## src/hdl/swma_pkg.sv

```systemverilog
// shared constants, types and pointer helpers for the middle-access stack
`default_nettype none
package swma_pkg;

    localparam int DEPTH   = 64;
    localparam int DATA_W  = 32;
    localparam int OP_W    = 2;
    localparam int CNT_W   = $clog2(DEPTH + 1);
    localparam int OUT_CNT_W = 7;

    // lower half holds the bottom ceil(n/2) words, upper half the rest
    localparam int LDEPTH  = (DEPTH + 1) / 2;
    localparam int UDEPTH  = DEPTH / 2;
    localparam int LAW     = (LDEPTH > 1) ? $clog2(LDEPTH) : 1;
    localparam int UAW     = (UDEPTH > 1) ? $clog2(UDEPTH) : 1;

    typedef enum logic [OP_W-1:0] {
        OP_PUSH    = 2'd0,
        OP_POP     = 2'd1,
        OP_DEL_MID = 2'd2,
        OP_REPORT  = 2'd3
    } t_op;

    // circular pointer step for the upper half
    function automatic logic [UAW-1:0] u_inc(input logic [UAW-1:0] x);
        logic [UAW-1:0] r;
        if (x == UAW'(UDEPTH - 1)) begin
            r = '0;
        end else begin
            r = x + 1'b1;
        end
        return r;
    endfunction

    function automatic logic [UAW-1:0] u_dec(input logic [UAW-1:0] x);
        logic [UAW-1:0] r;
        if (x == '0) begin
            r = UAW'(UDEPTH - 1);
        end else begin
            r = x - 1'b1;
        end
        return r;
    endfunction

endpackage
`default_nettype wire

```

## src/hdl/swma_ram.sv

```systemverilog
// simple dual-port ram, one write and one registered read per cycle
`default_nettype none
module swma_ram #(
    parameter int DEPTH  = 32,
    parameter int ADDR_W = 5,
    parameter int DATA_W = 32
) (
    input  wire logic              i_clk,
    input  wire logic              i_we,
    input  wire logic [ADDR_W-1:0] i_waddr,
    input  wire logic [DATA_W-1:0] i_wdata,
    input  wire logic [ADDR_W-1:0] i_raddr,
    output logic      [DATA_W-1:0] o_rdata
);

    logic [DATA_W-1:0] r_mem [DEPTH];
    logic [DATA_W-1:0] r_rdata;

    always_ff @(posedge i_clk) begin
        if (i_we) begin
            r_mem[i_waddr] <= i_wdata;
        end
        r_rdata <= r_mem[i_raddr];
    end

    assign o_rdata = r_rdata;

endmodule
`default_nettype wire

```

## src/hdl/stack_with_middle_access_top.sv

```systemverilog
// top level of the bounded stack with delete-middle access
//
// usage: a request is taken at a rising edge with start high and busy low.
// i_op selects push, pop top, delete middle or report; i_push_value is only
// used by push. each request produces exactly one response, shown on the
// o_ ports for a single cycle with o_valid high; the receiver cannot stall,
// so it must take the response in that cycle.
// timing: a request passes through the modify, re-read and respond states;
// o_valid goes high as the sequencer returns to idle, and a new request can
// be taken at the edge that takes the response, in the cycle that o_valid is
// shown. the states come from the read-modify-write of the two word rams:
// read the words that move, write them back, re-read the new top and middle.
// organization: the words below and at the middle live in a lower ram used
// as a stack; the words above the middle live in an upper ram used as a
// circular queue. every operation moves at most one word across the split.
// reset: the count and pointers clear, the rams keep whatever they held and
// a word is only used once it has been written. busy is low right after reset.
`default_nettype none
module stack_with_middle_access_top (
    input  wire logic                                i_clk,
    input  wire logic                                i_rst_n,
    input  wire logic                                start,
    output logic                                     busy,
    input  wire logic [swma_pkg::OP_W-1:0]           i_op,
    input  wire logic signed [swma_pkg::DATA_W-1:0]  i_push_value,
    output logic                                     o_valid,
    output logic signed [swma_pkg::DATA_W-1:0]       o_removed_value,
    output logic signed [swma_pkg::DATA_W-1:0]       o_top_value,
    output logic signed [swma_pkg::DATA_W-1:0]       o_middle_value,
    output logic [swma_pkg::OUT_CNT_W-1:0]           o_entry_count,
    output logic                                     o_empty_error,
    output logic                                     o_full_error
);

    localparam int CW  = swma_pkg::CNT_W;
    localparam int DW  = swma_pkg::DATA_W;
    localparam int LAW = swma_pkg::LAW;
    localparam int UAW = swma_pkg::UAW;

    // one-hot sequencer: idle, modify/write, re-read, respond
    typedef enum logic [3:0] {
        S_IDLE = 4'b0001,
        S_MOVE = 4'b0010,
        S_RD2  = 4'b0100,
        S_RESP = 4'b1000
    } t_state;

    t_state r_state, n_state;

    // stack bookkeeping
    logic [CW-1:0]  r_count, n_count;
    logic [UAW-1:0] r_head,  n_head;   // front (lowest) word of the upper half
    logic [UAW-1:0] r_tail,  n_tail;   // slot just above the top word

    // latched request and step results
    swma_pkg::t_op   r_op;
    logic [DW-1:0]   r_val;
    logic [DW-1:0]   r_removed, n_removed;
    logic            r_empty_err, n_empty_err;
    logic            r_full_err,  n_full_err;

    // response registers
    logic            r_valid;
    logic [DW-1:0]   r_top_out, r_mid_out, r_rem_out;
    logic [swma_pkg::OUT_CNT_W-1:0] r_cnt_out;
    logic            r_emp_out, r_full_out;

    // ram ports
    logic            l_we, u_we;
    logic [LAW-1:0]  l_waddr, l_raddr;
    logic [UAW-1:0]  u_waddr, u_raddr;
    logic [DW-1:0]   l_wdata, u_wdata, l_rdata, u_rdata;

    logic            accept;
    logic [CW:0]     count_p1;
    logic [LAW-1:0]  lower_top_idx;    // index of the middle word
    logic [LAW-1:0]  lower_next_idx;   // first free lower slot at an even count
    logic            cnt_zero, cnt_one, cnt_even, cnt_full;

    assign accept = start && (r_state == S_IDLE);
    assign busy   = (r_state != S_IDLE);

    assign count_p1       = {1'b0, r_count} + 1'b1;
    assign lower_top_idx  = LAW'((count_p1 >> 1) - 1'b1);
    assign lower_next_idx = LAW'(r_count >> 1);
    assign cnt_zero       = (r_count == '0);
    assign cnt_one        = (r_count == CW'(1));
    assign cnt_even       = ~r_count[0];
    assign cnt_full       = (r_count == CW'(swma_pkg::DEPTH));

    // lower ram is always read at the middle; upper ram at its front in idle
    // for all but a pop (a push or delete may pull it down), else at its top
    assign l_raddr = lower_top_idx;
    assign u_raddr = (r_state == S_IDLE && i_op != swma_pkg::OP_POP) ?
                     r_head : swma_pkg::u_dec(r_tail);

    // modify step: decide the writes and the new pointers
    always_comb begin
        n_count     = r_count;
        n_head      = r_head;
        n_tail      = r_tail;
        n_removed   = '0;
        n_empty_err = 1'b0;
        n_full_err  = 1'b0;
        l_we        = 1'b0;
        l_waddr     = lower_next_idx;
        l_wdata     = u_rdata;
        u_we        = 1'b0;
        u_waddr     = r_tail;
        u_wdata     = r_val;

        if (r_state == S_MOVE) begin
            case (r_op)
                swma_pkg::OP_PUSH: begin
                    if (cnt_full) begin
                        n_full_err = 1'b1;
                    end else if (cnt_zero) begin
                        // first word goes straight to the lower half
                        l_we    = 1'b1;
                        l_waddr = '0;
                        l_wdata = r_val;
                        n_count = r_count + 1'b1;
                    end else if (cnt_even) begin
                        // upper front slides down to become the new middle
                        l_we    = 1'b1;
                        l_waddr = lower_next_idx;
                        l_wdata = u_rdata;
                        n_head  = swma_pkg::u_inc(r_head);
                        u_we    = 1'b1;
                        n_tail  = swma_pkg::u_inc(r_tail);
                        n_count = r_count + 1'b1;
                    end else begin
                        u_we    = 1'b1;
                        n_tail  = swma_pkg::u_inc(r_tail);
                        n_count = r_count + 1'b1;
                    end
                end
                swma_pkg::OP_POP: begin
                    if (cnt_zero) begin
                        n_empty_err = 1'b1;
                    end else if (cnt_one) begin
                        n_removed = l_rdata;
                        n_count   = r_count - 1'b1;
                    end else if (!cnt_even) begin
                        // top leaves the upper half, middle moves up into it
                        n_removed = u_rdata;
                        n_tail    = swma_pkg::u_dec(r_tail);
                        u_we      = 1'b1;
                        u_waddr   = swma_pkg::u_dec(r_head);
                        u_wdata   = l_rdata;
                        n_head    = swma_pkg::u_dec(r_head);
                        n_count   = r_count - 1'b1;
                    end else begin
                        n_removed = u_rdata;
                        n_tail    = swma_pkg::u_dec(r_tail);
                        n_count   = r_count - 1'b1;
                    end
                end
                swma_pkg::OP_DEL_MID: begin
                    if (cnt_zero) begin
                        n_empty_err = 1'b1;
                    end else begin
                        n_removed = l_rdata;
                        n_count   = r_count - 1'b1;
                        if (cnt_even) begin
                            // upper front fills the hole left by the middle
                            l_we    = 1'b1;
                            l_waddr = lower_top_idx;
                            l_wdata = u_rdata;
                            n_head  = swma_pkg::u_inc(r_head);
                        end
                    end
                end
                default: begin
                end
            endcase
        end
    end

    always_comb begin
        n_state = r_state;
        case (r_state)
            S_IDLE:  if (start) n_state = S_MOVE;
            S_MOVE:  n_state = S_RD2;
            S_RD2:   n_state = S_RESP;
            S_RESP:  n_state = S_IDLE;
            default: n_state = S_IDLE;
        endcase
    end

    // control state
    always_ff @(posedge i_clk) begin
        if (!i_rst_n) begin
            r_state <= S_IDLE;
            r_count <= '0;
            r_head  <= '0;
            r_tail  <= '0;
            r_valid <= 1'b0;
        end else begin
            r_state <= n_state;
            r_count <= n_count;
            r_head  <= n_head;
            r_tail  <= n_tail;
            r_valid <= (r_state == S_RESP);
        end
    end

    // payload
    always_ff @(posedge i_clk) begin
        if (accept) begin
            r_op  <= swma_pkg::t_op'(i_op);
            r_val <= i_push_value;
        end
        if (r_state == S_MOVE) begin
            r_removed   <= n_removed;
            r_empty_err <= n_empty_err;
            r_full_err  <= n_full_err;
        end
        if (r_state == S_RESP) begin
            r_rem_out  <= r_removed;
            r_emp_out  <= r_empty_err;
            r_full_out <= r_full_err;
            r_cnt_out  <= swma_pkg::OUT_CNT_W'(r_count);
            if (cnt_zero) begin
                r_top_out <= '0;
                r_mid_out <= '0;
            end else begin
                r_top_out <= cnt_one ? l_rdata : u_rdata;
                r_mid_out <= l_rdata;
            end
        end
    end

    swma_ram #(
        .DEPTH  (swma_pkg::LDEPTH),
        .ADDR_W (LAW),
        .DATA_W (DW)
    ) u_lower_ram (
        .i_clk   (i_clk),
        .i_we    (l_we),
        .i_waddr (l_waddr),
        .i_wdata (l_wdata),
        .i_raddr (l_raddr),
        .o_rdata (l_rdata)
    );

    swma_ram #(
        .DEPTH  (swma_pkg::UDEPTH),
        .ADDR_W (UAW),
        .DATA_W (DW)
    ) u_upper_ram (
        .i_clk   (i_clk),
        .i_we    (u_we),
        .i_waddr (u_waddr),
        .i_wdata (u_wdata),
        .i_raddr (u_raddr),
        .o_rdata (u_rdata)
    );

    assign o_valid         = r_valid;
    assign o_removed_value = r_rem_out;
    assign o_top_value     = r_top_out;
    assign o_middle_value  = r_mid_out;
    assign o_entry_count   = r_cnt_out;
    assign o_empty_error   = r_emp_out;
    assign o_full_error    = r_full_out;

endmodule
`default_nettype wire

```

## config.mk

```make
export PLATFORM = sky130hd
export DESIGN_NAME = stack_with_middle_access_top
export DESIGN_NICKNAME = d
export VERILOG_FILES = /design/src/hdl/swma_pkg.sv /design/src/hdl/swma_ram.sv /design/src/hdl/stack_with_middle_access_top.sv
export SDC_FILE = /design/constraint.sdc
export NUM_CORES = 2
export LEC_CHECK = 0
export BUFFER_PORTS_ARGS = -buffer_cell sky130_fd_sc_hd__clkbuf_2
export CAP_MARGIN = 10
export CORE_UTILIZATION = 62
export DETAILED_ROUTE_END_ITERATION = 7
export PLACE_DENSITY = 0.79
export SLEW_MARGIN = 20
export SYNTH_ARGS = -nofsm -noshare
export SYNTH_HDL_FRONTEND = slang
export SYNTH_HIERARCHICAL = 1
export SYNTH_SLANG_ARGS = --single-unit
export TNS_END_PERCENT = 5
```

## constraint.sdc

```tcl
create_clock -name i_clk -period 13.9 [get_ports i_clk]
set_input_delay 0.695 -clock i_clk [delete_from_list [all_inputs] [get_ports i_clk]]
set_output_delay 0.695 -clock i_clk [all_outputs]
set_load 0.02 [all_outputs]
```

# After elaboration in Yosys (flattened, before gate mapping)
# Memories as Yosys holds them, arrays and structs flattened. A register that Yosys moved wholly into a read port is not among the register bits.
# Cells that the tools add are included.
totals:
  ff_bits: 195
  out_inout_bits: 107
  mem_count: 2
  word_cells: 123
  ram_bits: 2048
classes:
  eq_ne: 19
  muxes: 65
  addsub: 8
  n_reduce_logical: 13
mem_list:
  columns: ["name", "words", "word_bits", "read_ports", "rd_ports_with_merged_regs", "wr", "line", "text"]
  rows:
  - ["u_lower_ram.r_mem", 32, 32, 1, 1, 1, "swma_ram.sv:16", "logic [DATA_W-1:0] r_mem [DEPTH];"]
  - ["u_upper_ram.r_mem", 32, 32, 1, 1, 1, "swma_ram.sv:16", null]
ops:
  columns: ["op", "n"]
  rows:
  - ["two-way mux 32 bit", 12]
  - ["two-way mux 5 bit", 25]
  - ["case mux 32 bit (2 select lines)", 1]
  - ["case mux 5 bit (2 select lines)", 2]
  - ["two-way mux 1 bit", 17]
  - ["case mux 5 bit (3 select lines)", 1]
  - ["subtractor 5 x 1 -> 5 bit (second input constant)", 3]
  - ["two-way mux 7 bit", 2]
  - ["!= test 2 bit (second input constant)", 7]
  - ["case mux 7 bit (2 select lines)", 1]
  - ["case mux 4 bit (3 select lines)", 1]
  - ["AND reduction 6 bit", 2]
  - ["adder 5 x 1 -> 5 bit (second input constant)", 2]
  - ["== test 5 bit (second input constant)", 2]
  - ["logical NOT 5 bit", 2]
  - ["adder 7 x 1 -> 7 bit (second input constant)", 1]
  - ["== test 7 x 1 -> 1 bit (second input constant)", 1]
  - ["== test 7 bit (second input constant)", 1]
  - ["logical NOT 7 bit", 1]
  - ["subtractor 7 x 1 -> 7 bit (second input constant)", 1]
  - ["adder 6 x 1 -> 6 bit (second input constant)", 1]
  - ["== test 4 x 1 -> 1 bit (second input constant)", 1]
  - ["== test 4 x 2 -> 1 bit (second input constant)", 1]
  - ["== test 4 x 3 -> 1 bit (second input constant)", 1]
  - ["13 further kinds", 16]

# Depth between registers and ports, before layout
logic_depth:
  word_depth: 7
  ltp_mapped: 15

# By module
# The synthesis kept the hierarchy.
by_module_without_submodules:
  columns: ["mod", "instances", "seq_area_each_um2", "area_each_um2", "cells_each"]
  rows:
  - ["swma_ram", 2, 31390.1, 40492.6, 2260]
  - ["stack_with_middle_access_top", 1, 5635.4, 9148.8, 721]

# Least setup slack after synthesis
# OpenSTA, ideal clock, no wires.
synth_path:
  path_type: "reg2reg"
  from: "reg r_state[0]"
  to: "reg r_emp_out (netlist: o_empty_error), enable pin"
  setup_ns: 0.865
  path_stages_with_launch: 2
  t_arrival_ns: 11.192
  required_ns: 13.035
  setup_slack_ns: 1.843
  cell_sequence: "dfxtp_1 > nor4b_1"
synth_via:
  elab_chain_len: 1
synth_lines:
  columns: ["item", "line", "text"]
  rows:
  - ["from (decl)", "stack_with_middle_access_top.sv:48", "t_state r_state, n_state;"]
  - ["from (signal assigned)", "stack_with_middle_access_top.sv:200", "r_state <= n_state;"]
  - ["== test 4 bit", "stack_with_middle_access_top.sv:219", "if (r_state == S_RESP) begin"]
  - ["to (signal assigned)", "stack_with_middle_access_top.sv:221", "r_emp_out <= r_empty_err;"]
  - ["to (decl)", "stack_with_middle_access_top.sv:66", "logic r_emp_out, r_full_out;"]
# Every way passes these cells.
# A chain may end at the register's enable or synchronous reset.

# Worst setup path in the final report
layout_path:
  from: "reg r_state[0]"
  to: "reg u_upper_ram.r_rdata[13] (netlist: u_upper_ram/o_rdata[13]), read port of u_upper_ram.r_mem"
layout_via:
  elab_chain_len: 3
layout_lines:
  columns: ["item", "line", "text"]
  rows:
  - ["== test 4 x 1 -> 1 bit", "stack_with_middle_access_top.sv:94", "assign u_raddr = (r_state == S_IDLE && i_op != swma_pkg::OP_POP) ?"]
  - ["logical AND 1 bit", "stack_with_middle_access_top.sv:94", null]
  - ["two-way mux 5 bit", "stack_with_middle_access_top.sv:94", null]
  - ["net u_raddr[0]", "stack_with_middle_access_top.sv:71", "logic [UAW-1:0] u_waddr, u_raddr;"]
  - ["to (decl)", "swma_ram.sv:17", "logic [DATA_W-1:0] r_rdata;"]
# The timed path passes the listed nets, and every way through them passes these cells.

==> impl_metrics.yaml <==
synthesis:
  ys_seq_elements: 2307
  synth.distinct_cells: 58
  async_reset_ff_share_pct: 0
  netlist_instances: 5241
  yosysSeqAreaShare_pct: 75.9
  synth_area_per_cell_um2: 17.2
  yosys_warnings: 6
  synth.top_cell.area_share_pct: 74.0
  yosys_most_used_dff: "edfxtp_1"
  synth_area_leaders: "edfxtp_1, mux2i_1, dfxtp_1"
  yosysMostFrequentCell: "edfxtp_1"
  synth_area_leader_cell: "edfxtp_1"
  synth_edf_count: 2221
  netlist_area_um2: 90100
  synth_commonest_cells: "edfxtp_1, mux2i_1, nand2_1"
  syn-num-nets: 5292
placement:
  placedCellCount: 7090
  portBuffers: 143
  hpwl_mm: 133
  post-place-ws_ns: 8.14
  postPlaceCellArea_um2: 93100
  place_congestion: 0.880
setup_path:
  crit_path_max_fanout: 122
  timing.rr.start: "r_state[0]"
  worstPathArrival_ns: 6.58
  crit-reg2reg-capture: "u_upper_ram/o_rdata[13]"
  cp-end-kind: "flip-flop"
  critPathLaunchType: "flip-flop"
  crit_type: "flip-flop to flip-flop"
  required_ns: 14.58
  r2r_slack_ns: 8.00
  ff2ff_path_depth: 11
power_and_ir_drop:
  p_leak_nw: 37.2
  power_frac_seq_pct: 53.5
  power.total_mw: 15.2
  switching_share_pct: 23.7
  p_sw_mw: 3.61
  p_clk_share_pct: 38.4
  powerDensity_nw_per_um2: 152
  intPower_mw: 11.6
  ir_drop_mv: 0.116
  p_comb_share_pct: 8.1
sta:
  whs_ns: 0.0447
  finalClockSkew_ns: 0.0638
  grt_setup_unrepaired: "no"
  setup_viol: 0
  setup_tns_ns: 0
  worst_slack_ns: 8.00
  clock.fmax_mhz: 169
  tightest_slew_ns: 1.23
  slew_headroom_pct: 18.1
  hold_viol: 0
  period_share_pct: 42.5
  period_minus_slack_ns: 5.90
  maxSlewViolCount: 0
cts:
  htreeDepth: 4
  clockRootBuffer: "clkbuf_16"
  clock_latency_ns: 0.88
  max-clock-path-buffers: 3
  post_cts_buffers: 0
  clk_pin_slew_ns: 0.06
  clock-sinks: 2307
  ctsHoldBuffers: 13
  cts_resized: 0
  cts_buffers: 215
  cts_tree: "built"
route:
  drc_errors: 38
  wl_mm: 229
  drtAntennaViolNets: 0
  dr.pass1.iters: 8
  via_count: 50400
  routedWlPerCell_um: 30.5
  via_per_inst: 6.71
  drt_iter0_drc: 6748
die:
  initial_utilization_pct: 62.6
  die_area_um2: 147000
  chipHeight_um: 383
  coreArea_um2: 144000
  num_rows: 139
  die_w_um: 383
  ios: 144
run_status:
  status: "finished, violations left"
  violations: "DRC"
final_layout:
  final_util_pct: 69.8
  layout.cells.non_filler: 7514
  fin_nets: 5475
  drive_gt1_share_pct: 13.0
  syn2layout_area_growth_pct: 11.5
  stdcell_area_um2: 101000
global_routing:
  grt_pass1_vias: 48500
  grt_use_met2_pct: 47.1
  grt_first_pass_wirelength_mm: 326
  gr-usage-met1_pct: 42.3
  track_usage_pct: 30.8
  busiest_layer: "met2"
  grt_max_degree: 136
  gr-total-overflow: 0
  gr-usage-met3_pct: 7.58
  antenna_found_initial: 13
hold_path:
  min_from: "i_push_value[0]"
  whs_path_depth: 1
  whs_endpoint: "r_val[0]"
  hold_class: "primary input to flip-flop"
job:
  cap_violations: 0
[cells by family (layout without fill, tap and decap cells)]
family | count (synthesis) | in the layout | share of synthesized area [%]
AO/OA/AOI/OAI | 721 | 721 | 5.42
other | 0 | 7 | 0
multiplexers | 1091 | 1091 | 12.3
adder cells (fa/ha/maj) | 14 | 14 | 0.194
buffers and inverters | 326 | 689 | 2.07
AND/OR/NAND/NOR | 768 | 768 | 3.95
flip-flops | 2307 | 2307 | 75.9
XOR/XNOR | 14 | 14 | 0.136
[registers in the layout, summed over array words and instances (netlist names), 32 cells and up]
register / count
o_middle_value: 32
u_upper_ram/o_rdata: 32
r_val: 32
u_lower_ram/r_mem: 1024
r_removed: 32
u_upper_ram/r_mem: 1024
o_top_value: 32
u_lower_ram/o_rdata: 32
o_removed_value: 32
[power groups by stage]
stage | combinational, mW | clock (mW) | sequential, mW
floorplan | 0.797 | 0 | 8.14
global placement | 1.18 | 0 | 8.28
detailed placement | 1.21 | 0 | 8.28
CTS | 1.22 | 5.87 | 8.13
global route | 1.30 | 6.14 | 8.13
finish | 1.24 | 5.85 | 8.14
[critical path, stage by stage (launching register included)]
cell and delay, ns:
dfxtp_1 0.44, nor4b_1 0.71, o21ai_1 0.54, a31oi_4 0.29, buf_4 0.74, buf_12 0.67, buf_4 0.92, mux2i_1 0.28
a22o_1 0.17, nor3_1 0.06, a31oi_1 0.47, nand3_1 0.18
[cell type report]
type / instances / area (um^2)
Fill cell: 8673 / 43500
Antenna cell: 7 / 17.5
Tap cell: 1903 / 2380
Timing Repair Buffer: 269 / 2090
Clock buffer: 285 / 5780
Inverter: 23 / 93.8
Sequential cell: 2307 / 68400
Multi-Input combinational cell: 2608 / 20400
Clock inverter: 112 / 1310
[layout by cell type, fill, tap and decap left out, types with 20 or more instances in the layout]
cell type     n
edfxtp_1   2221
mux2i_1    1026
nand2_1     281
a21oi_1     249
clkbuf_16   215
nand3_1     210
a22oi_1     194
a22o_1      161
clkbuf_2    143
dfxtp_1      86
buf_4        85
nor3_1       70
a31oi_1      68
nor2_4       66
clkbuf_1     56
clkinv_1     39
and2_1       36
mux2_2       36
clkinv_2     31
nor2_1       29
mux2_4       29
buf_12       22
inv_1        21
bufinv_16    20
[how the worst max path moves through the flow]
| stage | from | endpoint | depth (start not counted) |
|---|---|---|---|
| final | r_state[0] | u_upper_ram/o_rdata[13] | 11 |
| after global routing | r_count[0] | u_lower_ram/r_mem[23][24] | 10 |
| after CTS | r_state[0] | u_upper_ram/o_rdata[13] | 11 |
| after detailed placement | r_state[0] | u_upper_ram/o_rdata[13] | 11 |
| after global placement | r_count[0] | u_upper_ram/r_mem[20][1] | 8 |
| after floorplan | r_state[0] | o_empty_error | 1 |
[per-layer routing]
metal,vias to the layer above,wire (um),part of all wire (%)
met3,538,26900,12
li1,21000,-,-
met5,-,184,0.080
met1,25400,86000,38
met2,3411,105000,46
met4,4,11000,4.8
No activity file was read; power rests on OpenSTA's default activity.
